[config.mk]
export PLATFORM = sky130hd
export DESIGN_NAME = key_press_long_repeat_classifier
export DESIGN_NICKNAME = d
export VERILOG_FILES = /design/src/rtl/kplr_pkg.sv /design/src/rtl/key_press_long_repeat_classifier.sv /design/src/rtl/kplr_lane.sv /design/src/rtl/kplr_merge.sv
export SDC_FILE = /design/constraint.sdc
export NUM_CORES = 2
export LEC_CHECK = 0
export ABC_AREA = 1
export ABC_CLOCK_PERIOD_IN_PS = 4300
export BUFFER_PORTS_ARGS = -buffer_cell sky130_fd_sc_hd__buf_2
export CAP_MARGIN = 30
export CORE_MARGIN = 2
export CORE_UTILIZATION = 61
export CTS_BUF_LIST = sky130_fd_sc_hd__clkbuf_2
export CTS_CLUSTER_DIAMETER = 60
export DETAILED_ROUTE_END_ITERATION = 10
export PLACE_DENSITY = 0.78
export SYNTH_ARGS = -nofsm -noshare
export SYNTH_HDL_FRONTEND = slang
export SYNTH_SLANG_ARGS = --single-unit
[constraint.sdc]
create_clock -name clk -period 4.3 [get_ports clk]
set_input_delay 0.86 -clock clk [delete_from_list [all_inputs] [get_ports clk]]
set_output_delay 0.86 -clock clk [all_outputs]
set_load 0.1 [all_outputs]
[src/rtl/kplr_pkg.sv]
// Shared types, widths, codes and defaults of the key press classifier.
package kplr_pkg;

    localparam int NUM_KEYS_DEF         = 12;
    localparam int SWITCH_FIRST_KEY_DEF = 7;
    localparam int SWITCH_POSITIONS_DEF = 5;

    localparam int MASK_BITS  = 12;
    localparam int KEY_W      = 4;
    localparam int EVT_W      = 3;
    localparam int SEQ_W      = 32;
    localparam int SW_W       = 3;
    localparam int PERIOD_W   = 16;
    localparam int COUNT_W    = 8;
    localparam int TIMEOUT_W  = 16;
    localparam int CFG_IDX_W  = 2;
    localparam int CFG_DATA_W = 16;
    localparam int IN_DATA_W  = 24;
    localparam int OUT_DATA_W = 40;

    localparam logic [EVT_W-1:0] EV_PRESS   = 3'd0;
    localparam logic [EVT_W-1:0] EV_RELEASE = 3'd1;
    localparam logic [EVT_W-1:0] EV_SHORT   = 3'd2;
    localparam logic [EVT_W-1:0] EV_LONG    = 3'd3;
    localparam logic [EVT_W-1:0] EV_REPEAT  = 3'd4;

    localparam logic OP_KEYS = 1'b0;
    localparam logic OP_TICK = 1'b1;

    localparam logic [CFG_IDX_W-1:0] REG_PRESS_PERIOD    = 2'd0;
    localparam logic [CFG_IDX_W-1:0] REG_LONG_COUNT      = 2'd1;
    localparam logic [CFG_IDX_W-1:0] REG_STARTUP_TIMEOUT = 2'd2;

    localparam logic [PERIOD_W-1:0]  PRESS_PERIOD_RST    = 16'd150;
    localparam logic [COUNT_W-1:0]   LONG_COUNT_RST      = 8'd2;
    localparam logic [TIMEOUT_W-1:0] STARTUP_TIMEOUT_RST = 16'd1500;

    // events one key produces for one input item
    typedef struct packed {
        logic press_ev;
        logic short_ev;
        logic rel_ev;
        logic long_ev;
        logic rpt_ev;
    } kplr_flags_t;

    // merge stage status seen by the top level
    typedef struct packed {
        logic            busy;
        logic            startup_done;
        logic [SW_W-1:0] sw_state;
    } kplr_status_t;

endpackage

[src/rtl/key_press_long_repeat_classifier.sv]
// Top level of the key press classifier: config registers, key lanes, merge stage.
//
// Usage notes:
//  - s_axis: one transaction per input item. tuser[0] selects the kind:
//    0 = key masks in tdata, 1 = one-millisecond tick (tdata ignored).
//  - m_axis: one transaction per result; tlast marks the final result of an item.
//  - cfg: register writes (press_period, long_count, startup_timeout),
//    always ready; write only while the block is idle.
//  - Each key has a lane that updates its hold timer and count in the cycle
//    the item is accepted; the merge stage then sends the events out one per
//    cycle in key order while m_axis_tready is high.
//  - The item's events are registered in the merge stage's pending flags,
//    and each result then in the output register. s_axis_tready stays low
//    until every result of the item has moved to the output register, so
//    no new item is taken before then. Up to 36 results per item.
//  - Stall: the output register holds its result while m_axis_tready is low
//    and the merge stage waits; no events are lost.
//  - Reset: timers stopped, counts and sequence numbers zero, switch position
//    unknown, config registers at their defaults. No clearing pass.
module key_press_long_repeat_classifier #(
    parameter int NUM_KEYS         = kplr_pkg::NUM_KEYS_DEF,
    parameter int SWITCH_FIRST_KEY = kplr_pkg::SWITCH_FIRST_KEY_DEF,
    parameter int SWITCH_POSITIONS = kplr_pkg::SWITCH_POSITIONS_DEF
) (
    input  logic                            clk,
    input  logic                            rst_n,
    input  logic                            s_axis_tvalid,
    output logic                            s_axis_tready,
    // [11:0] press_mask, [23:12] release_mask
    input  logic [kplr_pkg::IN_DATA_W-1:0]  s_axis_tdata,
    // [0] operation
    input  logic [0:0]                      s_axis_tuser,
    output logic                            m_axis_tvalid,
    input  logic                            m_axis_tready,
    // [3:0] key, [35:4] sequence_res, [38:36] switch state, [39] zero
    output logic [kplr_pkg::OUT_DATA_W-1:0] m_axis_tdata,
    // [2:0] event_type
    output logic [kplr_pkg::EVT_W-1:0]      m_axis_tuser,
    output logic                            m_axis_tlast,
    input  logic                            cfg_valid,
    output logic                            cfg_ready,
    input  logic [kplr_pkg::CFG_IDX_W-1:0]  cfg_index,
    input  logic [kplr_pkg::CFG_DATA_W-1:0] cfg_data
);
    import kplr_pkg::*;

    // keys at or above the mask width never see an event
    localparam int LANES = (NUM_KEYS < MASK_BITS) ? NUM_KEYS : MASK_BITS;

    logic [PERIOD_W-1:0]  press_period_reg;
    logic [COUNT_W-1:0]   long_count_reg;
    logic [TIMEOUT_W-1:0] startup_timeout_reg;
    logic [PERIOD_W-1:0]  period_eff;

    logic              accept;
    logic              op;
    logic [MASK_BITS-1:0] press_mask;
    logic [MASK_BITS-1:0] release_mask;

    kplr_flags_t       flags   [LANES];
    logic [SEQ_W-1:0]  key_seq [LANES];
    logic [LANES-1:0]  seq_we;
    logic [SEQ_W-1:0]  seq_wdata;
    kplr_status_t      status;

    logic [KEY_W-1:0]  m_key;
    logic [SEQ_W-1:0]  m_seq;
    logic [SW_W-1:0]   m_sw;

    assign cfg_ready = 1'b1;

    always_ff @(posedge clk or negedge rst_n)
    begin
        if (!rst_n)
        begin
            press_period_reg    <= PRESS_PERIOD_RST;
            long_count_reg      <= LONG_COUNT_RST;
            startup_timeout_reg <= STARTUP_TIMEOUT_RST;
        end
        else if (cfg_valid && cfg_ready)
        begin
            unique case (cfg_index)
                REG_PRESS_PERIOD:    press_period_reg    <= cfg_data;
                REG_LONG_COUNT:      long_count_reg      <= cfg_data[COUNT_W-1:0];
                REG_STARTUP_TIMEOUT: startup_timeout_reg <= cfg_data;
                default:             ;
            endcase
        end
    end

    // a zero period expires on every tick
    assign period_eff = (press_period_reg == '0) ? PERIOD_W'(1) : press_period_reg;

    // new items wait until every event of the previous one has left the merge stage's pending flags
    assign s_axis_tready = !status.busy;
    assign accept        = s_axis_tvalid && s_axis_tready;
    assign op            = s_axis_tuser[0];
    assign press_mask    = s_axis_tdata[MASK_BITS-1:0];
    assign release_mask  = s_axis_tdata[2*MASK_BITS-1:MASK_BITS];

    for (genvar g = 0; g < LANES; g++)
    begin : g_lane
        kplr_lane u_lane (
            .clk        (clk),
            .rst_n      (rst_n),
            .accept     (accept),
            .op         (op),
            .press_bit  (press_mask[g]),
            .rel_bit    (release_mask[g]),
            .period     (period_eff),
            .long_count (long_count_reg),
            .seq_we     (seq_we[g]),
            .seq_wdata  (seq_wdata),
            .flags      (flags[g]),
            .key_seq    (key_seq[g])
        );
    end

    kplr_merge #(
        .LANES            (LANES),
        .SWITCH_FIRST_KEY (SWITCH_FIRST_KEY),
        .SWITCH_POSITIONS (SWITCH_POSITIONS)
    ) u_merge (
        .clk             (clk),
        .rst_n           (rst_n),
        .accept          (accept),
        .op              (op),
        .startup_timeout (startup_timeout_reg),
        .flags           (flags),
        .key_seq         (key_seq),
        .seq_we          (seq_we),
        .seq_wdata       (seq_wdata),
        .status          (status),
        .m_valid         (m_axis_tvalid),
        .m_ready         (m_axis_tready),
        .m_key           (m_key),
        .m_type          (m_axis_tuser),
        .m_seq           (m_seq),
        .m_sw            (m_sw),
        .m_last          (m_axis_tlast)
    );

    assign m_axis_tdata = {1'b0, m_sw, m_seq, m_key};

    // once the startup timeout has fired the position is never unknown again
    a_known_after_startup: assert property (@(posedge clk) disable iff (!rst_n)
        status.startup_done |-> status.sw_state != SW_W'(SWITCH_POSITIONS))
        else $error("switch position unknown after startup timeout");

    // a result only names a key that has a lane
    a_key_in_range: assert property (@(posedge clk) disable iff (!rst_n)
        m_axis_tvalid |-> m_axis_tdata[KEY_W-1:0] < KEY_W'(LANES))
        else $error("result key index out of range");

    // an accepted press of a served key always leaves events to deliver
    a_press_gives_events: assert property (@(posedge clk) disable iff (!rst_n)
        (accept && op == OP_KEYS && (|press_mask[LANES-1:0])) |=> status.busy)
        else $error("press transaction produced no pending events");

endmodule

[src/rtl/kplr_lane.sv]
// Per-key lane: hold timer, hold count, stored sequence number, event flags.
module kplr_lane (
    input  logic                          clk,
    input  logic                          rst_n,
    input  logic                          accept,
    input  logic                          op,
    input  logic                          press_bit,
    input  logic                          rel_bit,
    input  logic [kplr_pkg::PERIOD_W-1:0] period,
    input  logic [kplr_pkg::COUNT_W-1:0]  long_count,
    input  logic                          seq_we,
    input  logic [kplr_pkg::SEQ_W-1:0]    seq_wdata,
    output kplr_pkg::kplr_flags_t         flags,
    output logic [kplr_pkg::SEQ_W-1:0]    key_seq
);
    import kplr_pkg::*;

    logic                running_reg, running_next;
    logic [PERIOD_W-1:0] elapsed_reg, elapsed_next;
    logic [COUNT_W-1:0]  hold_reg, hold_next;
    logic [SEQ_W-1:0]    seq_reg;
    logic [PERIOD_W:0]   elapsed_inc;
    logic [COUNT_W:0]    hold_inc;

    assign elapsed_inc = {1'b0, elapsed_reg} + {{PERIOD_W{1'b0}}, 1'b1};
    assign hold_inc    = {1'b0, hold_reg} + {{COUNT_W{1'b0}}, 1'b1};
    assign key_seq     = seq_reg;

    always_comb
    begin
        flags        = '0;
        running_next = running_reg;
        elapsed_next = elapsed_reg;
        hold_next    = hold_reg;
        if (accept)
        begin
            if (op == OP_KEYS)
            begin
                if (press_bit)
                begin
                    flags.press_ev = 1'b1;
                    running_next   = 1'b1;
                    elapsed_next   = '0;
                end
                if (rel_bit)
                begin
                    flags.rel_ev   = 1'b1;
                    flags.short_ev = (hold_reg < long_count);
                    running_next   = 1'b0;
                    elapsed_next   = '0;
                    hold_next      = '0;
                end
            end
            else if (running_reg)
            begin
                if (elapsed_inc >= {1'b0, period})
                begin
                    elapsed_next = '0;
                    if (hold_inc == {1'b0, long_count})
                    begin
                        flags.long_ev = 1'b1;
                        hold_next     = hold_inc[COUNT_W-1:0];
                    end
                    else if (hold_inc > {1'b0, long_count})
                    begin
                        flags.rpt_ev = 1'b1;
                    end
                    else
                    begin
                        hold_next = hold_inc[COUNT_W-1:0];
                    end
                end
                else
                begin
                    elapsed_next = elapsed_inc[PERIOD_W-1:0];
                end
            end
        end
    end

    always_ff @(posedge clk or negedge rst_n)
    begin
        if (!rst_n)
        begin
            running_reg <= 1'b0;
            elapsed_reg <= '0;
            hold_reg    <= '0;
            seq_reg     <= '0;
        end
        else
        begin
            running_reg <= running_next;
            elapsed_reg <= elapsed_next;
            hold_reg    <= hold_next;
            if (seq_we)
            begin
                seq_reg <= seq_wdata;
            end
        end
    end

endmodule

[src/rtl/kplr_merge.sv]
// Merge stage: walks lane events in key order, numbers presses, tracks switch position and startup timeout.
module kplr_merge #(
    parameter int LANES            = kplr_pkg::NUM_KEYS_DEF,
    parameter int SWITCH_FIRST_KEY = kplr_pkg::SWITCH_FIRST_KEY_DEF,
    parameter int SWITCH_POSITIONS = kplr_pkg::SWITCH_POSITIONS_DEF
) (
    input  logic                           clk,
    input  logic                           rst_n,
    input  logic                           accept,
    input  logic                           op,
    input  logic [kplr_pkg::TIMEOUT_W-1:0] startup_timeout,
    input  kplr_pkg::kplr_flags_t          flags   [LANES],
    input  logic [kplr_pkg::SEQ_W-1:0]     key_seq [LANES],
    output logic [LANES-1:0]               seq_we,
    output logic [kplr_pkg::SEQ_W-1:0]     seq_wdata,
    output kplr_pkg::kplr_status_t         status,
    output logic                           m_valid,
    input  logic                           m_ready,
    output logic [kplr_pkg::KEY_W-1:0]     m_key,
    output logic [kplr_pkg::EVT_W-1:0]     m_type,
    output logic [kplr_pkg::SEQ_W-1:0]     m_seq,
    output logic [kplr_pkg::SW_W-1:0]      m_sw,
    output logic                           m_last
);
    import kplr_pkg::*;

    localparam int LANE_W = (LANES > 1) ? $clog2(LANES) : 1;
    localparam logic [SW_W-1:0] SW_UNKNOWN = SW_W'(SWITCH_POSITIONS);
    localparam logic [5:0] SW_LO = 6'(SWITCH_FIRST_KEY);
    localparam logic [5:0] SW_HI = 6'(SWITCH_FIRST_KEY + SWITCH_POSITIONS);

    logic [LANES-1:0] press_reg, short_reg, rel_reg, long_reg, rpt_reg;
    logic [LANES-1:0] press_next, short_next, rel_next, long_next, rpt_next;
    logic [LANES-1:0] pend_any;

    logic [SEQ_W-1:0]     gseq_reg, gseq_next;
    logic [SW_W-1:0]      sw_reg, sw_next;
    logic [TIMEOUT_W-1:0] se_reg, se_next, se_inc;
    logic                 done_reg, done_next;

    logic                 out_valid_reg;
    logic [KEY_W-1:0]     out_key_reg;
    logic [EVT_W-1:0]     out_type_reg;
    logic [SEQ_W-1:0]     out_seq_reg;
    logic [SW_W-1:0]      out_sw_reg;
    logic                 out_last_reg;

    logic [LANE_W-1:0] sel;
    logic              found;
    logic              emit;
    logic [EVT_W-1:0]  sel_type;
    logic [SEQ_W-1:0]  sel_seq;
    logic [SW_W-1:0]   sel_sw;
    logic [5:0]        sel_key6;
    logic              sel_last;

    always_comb
    begin
        for (int i = 0; i < LANES; i++)
        begin
            pend_any[i] = press_reg[i] | short_reg[i] | rel_reg[i] | long_reg[i] | rpt_reg[i];
        end
    end

    // lowest key with events left
    always_comb
    begin
        sel = '0;
        for (int i = LANES - 1; i >= 0; i--)
        begin
            if (pend_any[i])
            begin
                sel = LANE_W'(i);
            end
        end
    end

    assign found    = |pend_any;
    assign emit     = found && (!out_valid_reg || m_ready);
    assign sel_key6 = 6'(sel);

    always_comb
    begin
        press_next = press_reg;
        short_next = short_reg;
        rel_next   = rel_reg;
        long_next  = long_reg;
        rpt_next   = rpt_reg;
        sel_type   = EV_REPEAT;
        // within one key: press, short, release, then expiry events
        if (press_reg[sel])
        begin
            sel_type        = EV_PRESS;
            press_next[sel] = 1'b0;
        end
        else if (short_reg[sel])
        begin
            sel_type        = EV_SHORT;
            short_next[sel] = 1'b0;
        end
        else if (rel_reg[sel])
        begin
            sel_type      = EV_RELEASE;
            rel_next[sel] = 1'b0;
        end
        else if (long_reg[sel])
        begin
            sel_type       = EV_LONG;
            long_next[sel] = 1'b0;
        end
        else
        begin
            rpt_next[sel] = 1'b0;
        end
        sel_last = ~|(press_next | short_next | rel_next | long_next | rpt_next);
    end

    always_comb
    begin
        gseq_next = gseq_reg + {{(SEQ_W-1){1'b0}}, 1'b1};
        sel_seq   = (sel_type == EV_PRESS) ? gseq_next : key_seq[sel];
        sel_sw    = sw_reg;
        if (sel_type == EV_PRESS && sel_key6 >= SW_LO && sel_key6 < SW_HI)
        begin
            sel_sw = SW_W'(sel_key6 - SW_LO);
        end
    end

    always_comb
    begin
        seq_we = '0;
        if (emit && sel_type == EV_PRESS)
        begin
            seq_we[sel] = 1'b1;
        end
    end
    assign seq_wdata = gseq_next;

    // startup timeout, evaluated on each accepted tick until it has fired
    always_comb
    begin
        se_inc    = (se_reg != {TIMEOUT_W{1'b1}}) ? se_reg + TIMEOUT_W'(1) : se_reg;
        se_next   = se_reg;
        done_next = done_reg;
        sw_next   = sw_reg;
        if (accept && op == OP_TICK && !done_reg)
        begin
            se_next = se_inc;
            if (se_inc >= startup_timeout)
            begin
                done_next = 1'b1;
                if (sw_reg == SW_UNKNOWN)
                begin
                    sw_next = '0;
                end
            end
        end
        else if (emit)
        begin
            sw_next = sel_sw;
        end
    end

    always_ff @(posedge clk or negedge rst_n)
    begin
        if (!rst_n)
        begin
            press_reg     <= '0;
            short_reg     <= '0;
            rel_reg       <= '0;
            long_reg      <= '0;
            rpt_reg       <= '0;
            gseq_reg      <= '0;
            sw_reg        <= SW_UNKNOWN;
            se_reg        <= '0;
            done_reg      <= 1'b0;
            out_valid_reg <= 1'b0;
        end
        else
        begin
            sw_reg   <= sw_next;
            se_reg   <= se_next;
            done_reg <= done_next;
            if (accept)
            begin
                for (int i = 0; i < LANES; i++)
                begin
                    press_reg[i] <= flags[i].press_ev;
                    short_reg[i] <= flags[i].short_ev;
                    rel_reg[i]   <= flags[i].rel_ev;
                    long_reg[i]  <= flags[i].long_ev;
                    rpt_reg[i]   <= flags[i].rpt_ev;
                end
            end
            else if (emit)
            begin
                press_reg <= press_next;
                short_reg <= short_next;
                rel_reg   <= rel_next;
                long_reg  <= long_next;
                rpt_reg   <= rpt_next;
                if (sel_type == EV_PRESS)
                begin
                    gseq_reg <= gseq_next;
                end
            end
            if (emit)
            begin
                out_valid_reg <= 1'b1;
            end
            else if (m_ready)
            begin
                out_valid_reg <= 1'b0;
            end
        end
    end

    always_ff @(posedge clk)
    begin
        if (emit)
        begin
            out_key_reg  <= KEY_W'(sel);
            out_type_reg <= sel_type;
            out_seq_reg  <= sel_seq;
            out_sw_reg   <= sel_sw;
            out_last_reg <= sel_last;
        end
    end

    assign status.busy         = found;
    assign status.startup_done = done_reg;
    assign status.sw_state     = sw_reg;

    assign m_valid = out_valid_reg;
    assign m_key   = out_key_reg;
    assign m_type  = out_type_reg;
    assign m_seq   = out_seq_reg;
    assign m_sw    = out_sw_reg;
    assign m_last  = out_last_reg;

endmodule

# == Yosys cells after proc, flatten, opt, wreduce, memory -nomap -nowiden ==
# Index checks and enable logic that the tools add are counted.
# op_classes
bitwise,61
n_lt_le_gt_ge,42
n_reduce_logical,99
n_mux,328
n_addsub,27
n_eq_ne,54
# ops
op,n
16-bit 2-to-1 mux,62
8-bit 2-to-1 mux,72
12-bit 2-to-1 mux,25
"16-bit by 1-bit adder with 17-bit output, second input constant",12
17-bit by 16-bit >= comparator with 1-bit output,12
32-bit binary-select mux with 4-bit select,1
"8-bit by 1-bit adder with 9-bit output, second input constant",12
9-bit by 8-bit equality test with 1-bit output,12
9-bit by 8-bit > comparator with 1-bit output,12
8-bit less-than comparator,12
2-bit 2-to-1 mux,48
32-bit 2-to-1 mux,3
1-bit 2-to-1 mux,79
3-bit AND reduction,26
3-bit 2-to-1 mux,21
12-bit AND,5
5-bit AND reduction,12
2-bit nonzero test,27
4-bit 2-to-1 mux,12
"2-bit by 1-bit inequality test with 1-bit output, second input constant",24
1-bit OR,48
12-bit OR,4
"3-bit by 2-bit inequality test with 1-bit output, second input constant",12
3-bit nonzero test,12
other kinds (27),46
# totals
regBits,880
elab_cells,677

# == Longest topological paths before layout ==
# logic_depth
depth_word,30
depth_mapped,32
depth_no_buf,30

# == By module ==
# A second synthesis with hierarchy kept.
# unflattened
hier_cells,7216
hier_area_um2,58294.7
# by_module_without_submodules
mod,seq_area_each_um2,cells_per_inst,area_each_um2,instances
kplr_lane at g_lane[0].u_lane ...,1426.4,422,3634.7,11
kplr_merge,4121.5,1963,12898.6,1
kplr_lane at g_lane[5].u_lane,1426.4,424,3677.3,1
key_press_long_repeat_classifier,1016.0,187,1736.7,1

# == Least setup slack after synthesis ==
# Ideal clock, no wire load.
# synth_path
path_type,register to register
startpoint,register g_lane[8].u_lane.elapsed_reg[0]
endpoint,register g_lane[8].u_lane.hold_reg[1]
arrival_time_ns,3.632
stages_incl_launch_ff,21
period_less_slack_ns,3.778
path_buffers,0
slack_ns,0.522
path_cell_list,dfrtp_1 -> ha_1 -> nand3_1 -> nor3_1 -> nand3_1 -> nor3_1 -> inv_1 -> nor3_1 -> xor2_1 -> inv_1 -> ha_1 -> a21oi_1 -> o21ai_0 -> o211ai_1 -> a21oi_1 -> a2111oi_0 -> inv_1 -> nor2_1 -> inv_1 -> o2111ai_1 -> o21ai_0
# synth_via
elab_chain_cells,4
# synth_rtl
item,line,rtl
start: declaration,kplr_lane.sv:19,"logic [PERIOD_W-1:0] elapsed_reg, elapsed_next;"
start signal: assignment,kplr_lane.sv:93,elapsed_reg <= elapsed_next;
16-bit by 1-bit adder with 17-bit output,kplr_lane.sv:25,"assign elapsed_inc = {1'b0, elapsed_reg} + {{PERIOD_W{1'b0}}, 1'b1};"
17-bit by 16-bit >= comparator with 1-bit output,kplr_lane.sv:56,"if (elapsed_inc >= {1'b0, period})"
2-bit by 1-bit inequality test with 1-bit output (no source line),-,
5-bit AND reduction (no source line),-,
end signal: assignment,kplr_lane.sv:94,hold_reg <= hold_next;
end: declaration,kplr_lane.sv:20,"logic [COUNT_W-1:0] hold_reg, hold_next;"
# Every way passes these cells.
# A chain may end at the register's enable or synchronous reset.

# == Final worst setup path ==
# layout_path
startpoint,register u_merge.long_reg[10]
endpoint,output s_axis_tready
# layout_via
elab_chain_cells,4
# layout_rtl
item,line,rtl
start: declaration,kplr_merge.sv:32,"logic [LANES-1:0] press_reg, short_reg, rel_reg, long_reg, rpt_reg;"
start signal: indexed assignment,kplr_merge.sv:191,long_reg[i] <= flags[i].long_ev;
start signal: assignment,kplr_merge.sv:200,long_reg <= long_next;
1-bit OR (2 in a row),kplr_merge.sv:61,pend_any[i] = press_reg[i] | short_reg[i] | rel_reg[i] | long_reg[i] | rpt_reg[i];
12-bit OR reduction,kplr_merge.sv:78,assign found = |pend_any;
1-bit logical NOT,key_press_long_repeat_classifier.sv:95,assign s_axis_tready = !status.busy;
end: declaration,key_press_long_repeat_classifier.sv:28,"output logic s_axis_tready,"
# Every way passes these cells.

==> reports/results.ini <==
[cts]
cts_buffer_depth=3
htreeDepth=4
clk_latency_ns=1.66
cts_sinks=880
clk_transition_reported_paths_ns=0.11
cts_root_buf=clkbuf_2
cts_tree=done
cts_made_buffers=226

[setup_path]
rr_worst_depth=24
path_buf_inv=3
rrSetupSlack_ns=0.21
cp_common_cell=nor2_1
slowest_stage=dfrtp_1
worstSetupPathType=reg2out
end_kind=primary output
cp_max_fo=4
cpPeakStageDelay_ns=0.42
crit_path_cell_trace=nor2_1 > nand2_1 > nor2_1 > nand4_1 > or2_1 > inv_1 > nand2_2 > inv_2 > buf_12
r2r-start=u_merge.long_reg[10]$_DFFE_PN0P_
worstPathRequired_ns=3.44
regToRegEndpoint=g_lane[1].u_lane.key_seq[22]$_DFFE_PN0P_
cp.arrival_ns=3.27
path_delay_family=simple AND/OR/NAND/NOR gates
critPathLaunchType=flip-flop

[run]
drv_cap=0

[finish]
seq_area_mm2=0.02226
nNetsFinal=7382
fin_area_mm2=0.05896
drive_gt1_share_pct=11.37
multi_input_area_mm2=0.02675
largest_reg_flops=384
fillCellCount=7232
syn2layout_area_growth_pct=10.23

[global_route]
grt_usage_pct=36.18
grt_pass1_vias=48572
grt_max_degree=212
grt_pass1_wl_um=258200
grt_overflow=0
antenna_found_initial=2

[drt]
routedWlPerCell_um=19.76
drt_iter0_drc=4687
drtPass1Iterations=8
drc=0
ant_nets=0
routed_via_density=6.010
drt-total-wl_um=162700
num_vias=49495

[floorplanning]
dieArea_mm2=0.09007
ioPinCount=95
num_rows=108
die_w_um=300.1
die_h_um=300.1
initial_core_util_pct=61.56
core_region_area_mm2=0.08689

[sta]
fin_worst_skew_ns=0.1354
setup_ws_ns=0.1710
fin_crit_ns=4.129
hold_ws_ns=0.2108
relSlewSlack_pct=28.59
fin_crit_sh_pct=96.02
setup_violations=0
worst_pin_slew_ns=1.071
hold_viol=0
maxSlewViolCount=0
achievable-frequency_ghz=0.2422

[yosys]
synth.distinct_cells=74
ys_seq_area_share_pct=41.60
synth.net_count=7098
synth_edf_count=43
syn_avg_cell_area_um2=8.080
synth_ff_type=dfrtp_1
async_flop_share_pct=95.11
yosys_warnings=0
syn_area_mm2=0.05349
yosys_register_bits=880
synthCells=6620

[outcome]
run_status=finished clean

[power]
p_sw_mw=6.667
p_int_mw=12.23
p_leak_nw=30.18
power_frac_comb_pct=20.9
swShare_pct=35.28
p_per_area_mw_per_mm2=320.5
seq_power_share_pct=47.6
vdd_drop_max_uv=320.4
clkPwrFrac_pct=31.5

[worst_hold_path]
holdPathEnd=startup_timeout_reg[4]$_DFFE_PN1P_
min_from=cfg_data[4]
whs_path_depth=4
min_path_type=in2reg

[place]
pre_cts_ws_ns=0.07332
portBuffers=92
gp_congestion=1.003
dp.final_hpwl_um=106500
placed_area_mm2=0.05572

## cell families (layout without fill, tap and decap cells)
family	after synthesis	in the layout	synth area share (%)
and+or+nand+nor	2012	2012	16.47
AOI/OAI and AO/OA	1836	1836	19.27
buffers and inverters	1247	1700	9.104
DFF	880	880	41.60
adders and majority gates	430	430	10.06
xor gates and xnor gates	213	213	3.488
other	2	10	0.01404
## cells in the final DEF (no fill, tap or decap), drive strengths merged, types with 5 or more instances in the layout
| master | Yosys | routed |
|---|---|---|
| o21ai | 930 | 930 |
| a22oi | 15 | 15 |
| a21oi | 334 | 334 |
| a21boi | 7 | 7 |
| clkbuf | 186 | 345 |
| diode | 0 | 8 |
| xor2 | 203 | 203 |
| nand3 | 307 | 307 |
| o41ai | 7 | 7 |
| o32ai | 10 | 10 |
| nor3 | 108 | 108 |
| o21a | 37 | 37 |
| a211oi | 13 | 13 |
| nor3b | 5 | 5 |
| o21bai | 18 | 18 |
| nand4 | 95 | 95 |
| nand3b | 19 | 19 |
| xnor2 | 10 | 10 |
| ha | 430 | 430 |
| o2111ai | 5 | 5 |
| o211ai | 18 | 18 |
| a21o | 16 | 16 |
| inv | 946 | 952 |
| edfxtp | 43 | 43 |
| o22ai | 293 | 293 |
| or2 | 16 | 16 |
| dfrtp | 823 | 823 |
| clkinv | 6 | 47 |
| nor4 | 40 | 40 |
| buf | 109 | 277 |
| a31oi | 64 | 64 |
| o31ai | 50 | 50 |
| nor2 | 446 | 446 |
| dlygate4sd3 | 0 | 74 |
| nand2 | 963 | 963 |
| dfstp | 14 | 14 |
## worst max path at each step
stage	depth (start not counted)	start	end
after CTS	8	u_merge.rel_reg[6]$_DFFE_PN0P_	s_axis_tready
after detailed placement	16	g_lane[0].u_lane.elapsed_reg[2]$_DFFE_PN0P_	g_lane[0].u_lane.elapsed_reg[12]$_DFFE_PN0P_
after floorplan	20	g_lane[8].u_lane.elapsed_reg[0]$_DFFE_PN0P_	g_lane[8].u_lane.hold_reg[1]$_DFFE_PN0P_
after global placement	21	g_lane[7].u_lane.elapsed_reg[0]$_DFFE_PN0P_	g_lane[7].u_lane.elapsed_reg[7]$_DFFE_PN0P_
final	9	u_merge.long_reg[10]$_DFFE_PN0P_	s_axis_tready
after global routing	9	u_merge.rel_reg[10]$_DFFE_PN0P_	s_axis_tready
## routing by layer
layer  share of wire (%)  track usage, %  wire length, um  vias to the layer above
met4                 5.5           20.29             8950                        0
met5                   0               0                0                        -
met2                  47           58.70            76160                     2286
li1                    -               -                -                    23192
met3                 8.2           6.366            13270                      547
met1                  40           45.99            64320                    23470
## Yosys cell counts, drive strengths merged, types with 14 or more instances
cell | number | area share, %
nor4 | 40 | 0.56
edfxtp | 43 | 2.4
or2 | 16 | 0.19
a22oi | 15 | 0.21
o31ai | 50 | 0.70
o21bai | 18 | 0.25
dfstp | 14 | 0.69
a31oi | 64 | 0.75
buf | 109 | 1.1
nand3 | 307 | 2.9
o22ai | 293 | 3.5
o21a | 37 | 0.52
nand3b | 19 | 0.27
dfrtp | 823 | 39
a21oi | 334 | 3.1
xor2 | 203 | 3.3
nand4 | 95 | 1.1
nor2 | 446 | 3.2
o21ai | 930 | 8.7
nor3 | 108 | 1.1
nand2 | 963 | 6.8
inv | 946 | 6.6
ha | 430 | 10
clkbuf | 186 | 1.3
o211ai | 18 | 0.25
a21o | 16 | 0.22
## final cells by class
cell class | count | area share (%)
clock inverters | 52 | 0.5411
multi-input cells | 4493 | 45.37
repair buffers | 351 | 4.851
clock buffers | 345 | 2.928
well taps | 1155 | 2.451
diodes | 8 | 0.03395
flip-flops and latches | 880 | 37.75
inverters | 952 | 6.075
## worst register-to-register path, delay by kind of cell, from the launching register on
kind            cells  cell delay, ns
buf+inv             3            1.23
flops               1            0.42
compound gates      2            0.27
simple gates       19            2.02
## power groups by stage
| stage | clock network (mW) | registers, mW | logic, mW |
|---|---|---|---|
| after floorplan | 0 | 9.51 | 2.06 |
| after global placement | 0 | 9.14 | 3.69 |
| after detailed placement | 0 | 9.16 | 3.78 |
| after CTS | 6.05 | 8.99 | 3.86 |
| after global routing | 6.49 | 9.04 | 4.34 |
| final | 5.94 | 9.00 | 3.95 |
## stage by stage
step / TNS (ns) / total power, mW / cells / utilization, %
2_1_floorplan: 0 / 11.58 / 6620 / -
3_3_place_gp: 0 / 12.83 / 7741 / 64.11
3_5_place_dp: 0 / 12.94 / 7742 / 64.13
4_1_cts: 0 / 18.90 / 8221 / 67.46
5_1_grt: -0.09669 / 19.87 / 8236 / 67.86
6_report: 0 / 18.90 / 8236 / 67.86
## what timing repair did
item,in CTS,in global routing
pin swaps,4,14
resized for setup,7,64
buffers inserted,7,7
endpoints found under the setup margin,1,190
hold endpoints to repair,1072,0
hold buffers,75,0
No activity file was read; power rests on OpenSTA's default activity.
